`src/design/bdlp_pkg.sv`:
```
// shared types and constants for the button debounce and long press unit
`default_nettype none

package bdlp_pkg;

    localparam int unsigned TIME_W    = 32;
    localparam int unsigned CFG_W     = 16;
    localparam int unsigned APB_DW    = 32;
    localparam int unsigned APB_AW    = 3;

    localparam logic [CFG_W-1:0] DEBOUNCE_TIME_RST   = 16'd30;
    localparam logic [CFG_W-1:0] LONG_PRESS_TIME_RST = 16'd3000;

    typedef enum logic {
        REG_DEBOUNCE_TIME   = 1'b0,
        REG_LONG_PRESS_TIME = 1'b1
    } reg_index_t;

    typedef enum logic [1:0] {
        EVT_NONE  = 2'd0,
        EVT_SHORT = 2'd1,
        EVT_LONG  = 2'd2
    } press_event_t;

    typedef struct packed {
        logic              last_raw;
        logic              stable_level;
        logic [TIME_W-1:0] change_time;
        logic [TIME_W-1:0] press_start;
        logic              long_reported;
    } btn_state_t;

endpackage

`default_nettype wire

```
`src/design/bdlp_eval.sv`:
```
// per-sample debounce and press classification logic
`default_nettype none

module bdlp_eval
    import bdlp_pkg::*;
(
    input  wire btn_state_t        state_cur,
    input  wire logic [TIME_W-1:0] now,
    input  wire logic              raw,
    input  wire logic [CFG_W-1:0]  debounce_time,
    input  wire logic [CFG_W-1:0]  long_press_time,
    output btn_state_t             state_next,
    output press_event_t           event_code
);

    logic [TIME_W-1:0] chg_time;
    logic [TIME_W-1:0] since_change;
    logic [TIME_W-1:0] since_press;
    logic              settled;
    btn_state_t        edge_state;

    assign chg_time     = (raw != state_cur.last_raw) ? now : state_cur.change_time;
    assign since_change = now - chg_time;
    assign settled      = since_change >= {{(TIME_W-CFG_W){1'b0}}, debounce_time};
    assign since_press  = now - edge_state.press_start;

    always_comb begin
        edge_state             = state_cur;
        edge_state.last_raw    = raw;
        edge_state.change_time = chg_time;
        event_code             = EVT_NONE;
        if (settled && (state_cur.stable_level != raw)) begin
            edge_state.stable_level = raw;
            if (raw) begin
                edge_state.press_start   = now;
                edge_state.long_reported = 1'b0;
            end else if (!state_cur.long_reported) begin
                event_code = EVT_SHORT;
            end
        end
        state_next = edge_state;
        if (settled && edge_state.stable_level && !edge_state.long_reported &&
            (since_press >= {{(TIME_W-CFG_W){1'b0}}, long_press_time})) begin
            state_next.long_reported = 1'b1;
            event_code               = EVT_LONG;
        end
    end

endmodule

`default_nettype wire

```
`src/design/button_debounce_long_press_unit.sv`:
```
// Button debouncer with short and long press events. Each request carries a
// millisecond timestamp and the raw button level and yields one press_event
// (0 none, 1 short press released, 2 long press reached). The unit takes one
// request per clock cycle as long as m_ready takes each result: all
// evaluation is one pass of compare logic from the request port and the
// button state registers into the result register. The result register frees
// itself when taken, so a new request is taken in the same cycle a waiting
// result leaves. Debounce and long press times sit at APB byte addresses 0
// and 4; change them only while idle.
`default_nettype none

module button_debounce_long_press_unit
    import bdlp_pkg::*;
(
    input  wire logic              aclk,
    input  wire logic              aresetn,

    input  wire logic              s_valid,
    output logic                   s_ready,
    input  wire logic [TIME_W-1:0] s_timestamp_ms,
    input  wire logic              s_raw_level,

    output logic                   m_valid,
    input  wire logic              m_ready,
    output logic [1:0]             m_press_event,

    input  wire logic              psel,
    input  wire logic              penable,
    input  wire logic              pwrite,
    input  wire logic [APB_AW-1:0] paddr,
    input  wire logic [APB_DW-1:0] pwdata,
    output logic [APB_DW-1:0]      prdata,
    output logic                   pready
);

    btn_state_t       state_reg;
    btn_state_t       state_next;
    press_event_t     event_next;
    press_event_t     event_reg;
    logic             m_valid_reg;
    logic [CFG_W-1:0] debounce_time_reg;
    logic [CFG_W-1:0] long_press_time_reg;
    logic             req_take;
    logic             cfg_write;
    reg_index_t       cfg_sel;

    assign s_ready   = !m_valid_reg || m_ready;
    assign req_take  = s_valid && s_ready;
    assign pready    = 1'b1;
    assign cfg_write = psel && penable && pwrite && pready;
    assign cfg_sel   = reg_index_t'(paddr[2]);

    bdlp_eval u_eval (
        .state_cur       (state_reg),
        .now             (s_timestamp_ms),
        .raw             (s_raw_level),
        .debounce_time   (debounce_time_reg),
        .long_press_time (long_press_time_reg),
        .state_next      (state_next),
        .event_code      (event_next)
    );

    always_ff @(posedge aclk) begin
        if (!aresetn) begin
            state_reg           <= '0;
            m_valid_reg         <= 1'b0;
            debounce_time_reg   <= DEBOUNCE_TIME_RST;
            long_press_time_reg <= LONG_PRESS_TIME_RST;
        end else begin
            if (req_take) begin
                state_reg   <= state_next;
                m_valid_reg <= 1'b1;
            end else if (m_ready) begin
                m_valid_reg <= 1'b0;
            end
            if (cfg_write) begin
                case (cfg_sel)
                    REG_DEBOUNCE_TIME:   debounce_time_reg   <= pwdata[CFG_W-1:0];
                    REG_LONG_PRESS_TIME: long_press_time_reg <= pwdata[CFG_W-1:0];
                    default: ;
                endcase
            end
        end
    end

    always_ff @(posedge aclk) begin
        if (req_take) begin
            event_reg <= event_next;
        end
    end

    always_comb begin
        case (cfg_sel)
            REG_DEBOUNCE_TIME:   prdata = {{(APB_DW-CFG_W){1'b0}}, debounce_time_reg};
            REG_LONG_PRESS_TIME: prdata = {{(APB_DW-CFG_W){1'b0}}, long_press_time_reg};
            default:             prdata = '0;
        endcase
    end

    assign m_valid       = m_valid_reg;
    assign m_press_event = event_reg;

    // long press is only reported on a held, now-latched press
    a_long_sets_flag: assert property (@(posedge aclk) disable iff (!aresetn)
        (req_take && event_next == EVT_LONG) |=>
            (state_reg.stable_level && state_reg.long_reported))
        else $error("long press without latched pressed state");

    // short press only on a release that was not already long
    a_short_on_release: assert property (@(posedge aclk) disable iff (!aresetn)
        (req_take && event_next == EVT_SHORT) |=>
            (!state_reg.stable_level && !$past(state_reg.long_reported)))
        else $error("short press on wrong edge");

    // a request the unit takes always leaves a result behind
    a_take_gives_result: assert property (@(posedge aclk) disable iff (!aresetn)
        req_take |=> m_valid)
        else $error("accepted request produced no result");

    a_reset_idle: assert property (@(posedge aclk)
        !aresetn |=> !m_valid)
        else $error("result valid after reset");

endmodule

`default_nettype wire
```
`config.mk`:
```
export PLATFORM = sky130hd
export DESIGN_NAME = button_debounce_long_press_unit
export DESIGN_NICKNAME = d
export VERILOG_FILES = /design/src/design/bdlp_pkg.sv /design/src/design/bdlp_eval.sv /design/src/design/button_debounce_long_press_unit.sv
export SDC_FILE = /design/constraint.sdc
export NUM_CORES = 1
export LEC_CHECK = 0
export BUFFER_PORTS_ARGS = -buffer_cell sky130_fd_sc_hd__buf_2
export CORE_UTILIZATION = 40
export DETAILED_ROUTE_END_ITERATION = 10
export HOLD_SLACK_MARGIN = 0.03
export PLACE_DENSITY = 0.67
export RECOVER_POWER = 50
export SYNTH_ARGS = -nofsm -noshare
export SYNTH_HDL_FRONTEND = slang
export SYNTH_SLANG_ARGS = --single-unit
```
`constraint.sdc`:
```
create_clock -name aclk -period 40.8 [get_ports aclk]
set_clock_uncertainty 0.05 [all_clocks]
set_input_delay 8.16 -clock aclk [delete_from_list [all_inputs] [get_ports aclk]]
set_output_delay 8.16 -clock aclk [all_outputs]
set_load 0.05 [all_outputs]
```
== Word-level counts from Yosys, hierarchy flattened ==
Index checks and enable logic that the tools add are counted.

* Register bits after elaboration: 102
* Logic and storage cells: 43
* Output and inout port bits: 37
* Bits of input ports: 75

* Reduce and logical (&&, ||, !) cells: 14
* Multiplexer cells: 11
* $add $sub $neg: 2
* Bitwise operators: 2
* Equality and inequality tests: 2
* $lt $le $gt $ge: 2

{| class="wikitable"
|+ Operator list
! cell !! number
|-
| 2-to-1 mux 33 bit || 2
|-
| greater-or-equal comparator 32 x 16 -> 1 bit || 2
|-
| case mux 32 bit (2 select lines) || 1
|-
| subtractor 32 bit || 2
|-
| 2-to-1 mux 32 bit || 1
|-
| logical AND 1 bit || 7
|-
| 2-to-1 mux 1 bit || 5
|-
| 2-to-1 mux 2 bit || 2
|-
| AND reduction 2 bit || 2
|-
| OR reduction 3 bit || 1
|-
| logical NOT 1 bit || 2
|-
| != test 1 bit || 2
|-
| inverter 1 bit || 2
|-
| nonzero test 2 bit || 1
|-
| logical OR 1 bit || 1
|}

== Logic depth before layout (Yosys ltp) ==
* Depth after elaboration: 10
* Mapped depth: 59
* Mapped depth without buffers: 55

== Modules after synthesis ==
From an unflattened synthesis, not the netlist that was laid out.

* Cells, all modules: 1509
* Area total of the unflattened synthesis: 10925.5 um^2

{| class="wikitable"
|+ By module, submodules not included
! module !! sequential area each (um^2) !! cells each !! area each (um^2) !! times used
|-
| bdlp_eval || 0.0 || 1043 || 6729.0 || 1
|-
| button_debounce_long_press_unit || 2062.0 || 466 || 4196.5 || 1
|}

== Worst setup path after synthesis ==
OpenSTA, ideal clock, no wires.

* Path type: input to register
* Start point: in s_raw_level
* End point: reg event_reg[1] (netlist: m_press_event[1]) (data pin)
* Data required time: 40.488 ns
* Stages: 50
* Path buffers: 6
* Setup time: 0.262 ns
* Path slack: 21.946 ns
* Arrival time: 18.541 ns
* Cell sequence: buf_4 -> xor2_1 -> buf_4 -> clkbuf_1 -> clkbuf_1 -> buf_1 -> mux2i_1 -> ha_1 -> a21o_1 -> a21oi_1 -> o21ai_0 -> xor2_1 -> ha_1 -> o21ai_0 -> o22ai_1 -> a2111oi_0 -> o41ai_1 -> or4_1 -> [... 14 more ...] -> maj3_1 -> o21bai_1 -> mux2i_1 -> nand2_1 -> a31oi_1 -> xnor2_1 -> ha_1 -> a21o_1 -> a32oi_1 -> o221ai_1 -> a2111oi_0 -> o2111ai_1 -> nor3_1 -> o31ai_1 -> a21oi_1 -> nand4_1 -> nor4_2 -> nor2_1

* Longest elaborated chain between the ends: 9
* Elaborated cells between the ends (all ways): 16
* Those cells by class: add/sub (2); order compare (2); eq/ne (2); mux (5); reduce/logical (5)

{| class="wikitable"
|+ RTL lines
! element !! RTL line !! text
|-
| start, declared || button_debounce_long_press_unit.sv:21 || <nowiki>input wire logic s_raw_level,</nowiki>
|-
| != test 1 bit || bdlp_eval.sv:22 || <nowiki>assign chg_time = (raw != state_cur.last_raw) ? now : state_cur.change_time;</nowiki>
|-
| 2-to-1 mux 32 bit || bdlp_eval.sv:22 ||
|-
| subtractor 32 bit || bdlp_eval.sv:23 || <nowiki>assign since_change = now - chg_time;</nowiki>
|-
| greater-or-equal comparator 32 x 16 -> 1 bit || bdlp_eval.sv:24 || <nowiki>assign settled = since_change >= {{(TIME_W-CFG_W){1'b0}}, debounce_time};</nowiki>
|-
| logical AND 1 bit || bdlp_eval.sv:32 || <nowiki>if (settled && (state_cur.stable_level != raw)) begin</nowiki>
|-
| 2-to-1 mux 33 bit / 2-to-1 mux 1 bit (equally long branches) || bdlp_eval.sv:32 ||
|-
| subtractor 32 bit (tied with other cells) || bdlp_eval.sv:25 || <nowiki>assign since_press = now - edge_state.press_start;</nowiki>
|-
| greater-or-equal comparator 32 x 16 -> 1 bit / logical AND 1 bit (equally long branches) || bdlp_eval.sv:43, bdlp_eval.sv:42 ||
|-
| logical AND 1 bit || bdlp_eval.sv:42 || <nowiki>if (settled && edge_state.stable_level && !edge_state.long_reported &&</nowiki>
|-
| end signal, assigned || button_debounce_long_press_unit.sv:88 || <nowiki>event_reg <= event_next;</nowiki>
|-
| end, declared || button_debounce_long_press_unit.sv:39 || <nowiki>press_event_t event_reg;</nowiki>
|}

Parallel ways exist; a longest one is shown, timed or not.
A chain may end at the register's enable or synchronous reset.

== Worst setup path in the final report ==
Ends and elaborated chain as after synthesis.

==> run_results.csv <==
group,metric,value,unit
worst_setup_path,startpoint,"s_raw_level",
clock_network,cts_tree,"built",
grt,use_met2,37.8,%
clock_network,postCtsResizedCells,0,
finish,antenna_cells,0,
worst_setup_path,rr_startpoint,"state_reg[66]$_SDFFE_PN0P_",
grt,grt_pass1_vias,8539,
route,drt-pass1-iter-count,5,
power,power_frac_seq,30.2,%
worst_setup_path,endpoint_kind,"register",
synthesis,synth_top_family_by_area,"compound AO/OA/AOI/OAI gates",
finish,nFillCells,2437,
place,place_worst_setup_slack,20.66,ns
grt,antenna_found_initial,0,
grt,grt_usage,22.8,%
sta,post-route-period-util,49.0,%
worst_setup_path,critPathMaxStageDelay,0.67,ns
route,ant_nets,0,
place,port_buffers,76,
synthesis,synthTopCellsByArea,"dfxtp_1 21%, ha_1 10%, nand2_1 9.0%, mux2i_1 5.5%, a21boi_0 5.0%",
clock_network,clk_pin_slew,0.08,ns
clock_network,cts.sinks,102,
sta,drv_slew,174,
clock_network,cts_hold_buf,0,
power,p_total,0.360,mW
synthesis,synth.area.mux_share,5.94,%
synthesis,yosys_register_bits,102,
grt,use_met3,2.16,%
worst_hold_path,hp-start,"state_reg[46]$_SDFFE_PN0P_",
clock_network,cts_setup_buffers,0,
job,maxCapViolCount,2,
worst_setup_path,crit_arrival,20.03,ns
synthesis,synth_ff_type,"dfxtp_1",
sta,setup_viol,0,
route,wl_per_cell,16.8,um
die,dieArea,0.0248,mm2
synthesis,syn_area_per_cell,7.44,um2
worst_setup_path,critPathRequiredTime,40.85,ns
grt,grt_max_degree,102,
sta,finalWorstSetupSlack,20.82,ns
place,post-place-cells,1635,
synthesis,async_flop_share,0,%
sta,relSlewSlack,-182,%
synthesis,synth_edf_count,2,
sta,hold_viol_final,0,
power,power.share.clock,25.6,%
worst_setup_path,crit_path_max_fanout,49,
grt,overflow,0,
sta,fmax,50.1,MHz
power,internal_power,0.215,mW
power,p_per_area,34.2,mW/mm2
place,hpwl,21400,um
worst_hold_path,hold_path_class,"register to register",
clock_network,cts_buffers,9,
die,start_util,41.0,%
die,fp.dieH,158,um
route,viasPerCell,5.69,
synthesis,synth_top_area_share,20.7,%
worst_setup_path,critPathLaunchType,"input port",
outcome,failed_checks,"capacitance limit, slew limit",
grt,grt_pass1_wl,44500,um
route,first_iter_violations,801,
finish,final_net_count,1484,
grt,grt-busiest-layer,"met2",
finish,largest_reg_flops,67,
synthesis,ys_types,77,
power,p_leak,4.66,nW
synthesis,synth_fa_ha_area_share,11.0,%
clock_network,insertion_delay,0.36,ns
clock_network,clock_path_buffers,2,
finish,drive_above_1_share,8.71,%
die,io_pins,112,
clock_network,clockRootBuffer,"clkbuf_16",
finish,fin_cells,1651,
synthesis,synth_xor_xnor_area_share,4.52,%
die,die_w,158,um
synthesis,yosysWarningCount,0,
finish,syn_to_final_growth,8.49,%
sta,tightestPinTransition,4.24,ns
route,drt-total-wl,27700,um
worst_setup_path,worst-setup-path-type,"input port to register",
clock_network,htree_levels,3,
outcome,run_status,"finished with violations",
synthesis,seq_area_frac_synth,21.3,%
route,drc,0,
synthesis,synth_compound_area_share,29.2,%
sta,period_needed,19.98,ns
finish,seq_area,0.00206,mm2
power,pwr-share-comb,44.2,%
sta,timing.hold.ws,0.418,ns
place,place.gp.congestion,0.945,
synthesis,netlist_area,0.00969,mm2
die,core_area,0.0236,mm2
synthesis,synthSimpleGateAreaFrac,21.5,%
power,p_sw_share,40.3,%
die,rows,56,
power,switchingPower,0.145,mW
synthesis,synth_area_leader_cell,"dfxtp_1",
finish,multi_input_area,0.00709,mm2
sta,fin_tns_setup,0,ns
synthesis,netlist_instances,1303,
power,irDropWorstVdd,0.0182,mV
sta,rsz0062_at_grt,"no",
route,vias,9391,
grt,use_met1,31.1,%
worst_setup_path,critPathSlowestCell,"nor2_1",
==> per-layer routing <==
layer / up-vias / part of all wire [%]
met1: 4439 / 47
met5: - / 0
met3: 39 / 4.0
li1: 4696 / -
met2: 217 / 47
met4: 0 / 1.9
==> worst max-delay path, delay by kind of cell <==
kind,cells,cell delay [ns]
compound gates,20,4.46
xor+xnor,3,0.47
fa+ha+maj,4,1.23
buf+inv,3,1.07
mux,3,0.77
simple gates,15,3.77
==> through the flow <==
stage	area, um2	utilization (%)
3_3_place_gp	10200	43.3
4_1_cts	10500	44.6
3_5_place_dp	10200	43.3
6_report	10500	44.5
5_1_grt	10500	44.5
2_1_floorplan	9740	-
==> cell usage in the layout (no fill, tap or decap), drive strengths merged, types with 11 or more instances in the layout <==
master,count
a21boi,64
nor2b,23
a31oi,11
nor3,22
mux2i,53
ha,81
xnor2,33
conb,17
nand4,17
a21oi,76
a21o,30
nand2,231
o211ai,21
nor2,77
inv,65
o21ai,75
dfxtp,100
xor2,17
nand3,12
clkbuf,14
nor4,11
buf,78
nand2b,23
o211a,33
==> logic make-up (layout without fill, tap and decap cells) <==
group           after synthesis  count (layout)
other cells                   2              17
flops                       102             102
mux                          57              57
xor+xnor                     50              50
buf+inv                     148             162
compound gates              402             402
simple gates                457             457
fa+ha+maj                    85              85
==> layout make-up <==
class                      instances  area share, %
clock buffer                       9           2.14
clock inverter                     7          0.762
inverter                          63           2.25
multi-input combinational       1068           67.4
sequential                       102           19.6
tap                              319           3.80
timing repair buffer              83           4.01
==> Yosys cell counts (10+ instances only) <==
master    count
inv_1        62
o21ai_0      73
o211a_1      33
nor2b_1      23
nand4_1      17
a31oi_1      11
a21boi_0     64
nor4_1       10
dfxtp_1     100
clkbuf_1     59
mux2i_1      53
o211ai_1     21
nand3_1      12
xnor2_1      33
ha_1         81
nand2b_1     23
buf_4        19
nor3_1       22
a21o_1       30
nand2_1     231
xor2_1       17
a21oi_1      74
a211oi_1     10
nor2_1       77
==> final timing paths <==
check                           cells past startpoint                              to  slack, ns
worst max-delay path                               48  m_press_event[1]$_SDFFCE_PP1P_      20.82
worst min-delay path                                2      state_reg[46]$_SDFFE_PN0P_       0.42
worst max register to register                     47  m_press_event[1]$_SDFFCE_PP1P_      28.39
worst min register to register                      2      state_reg[46]$_SDFFE_PN0P_       0.42
==> power groups by stage <==
stage	sequential, mW	combinational (mW)	clock (mW)
final	0.109	0.159	0.0923
after global placement	0.111	0.154	0
after floorplan	0.111	0.120	0
after global routing	0.109	0.177	0.0989
after detailed placement	0.111	0.156	0
after CTS	0.109	0.157	0.0944
(Power assumes the default switching activity.)
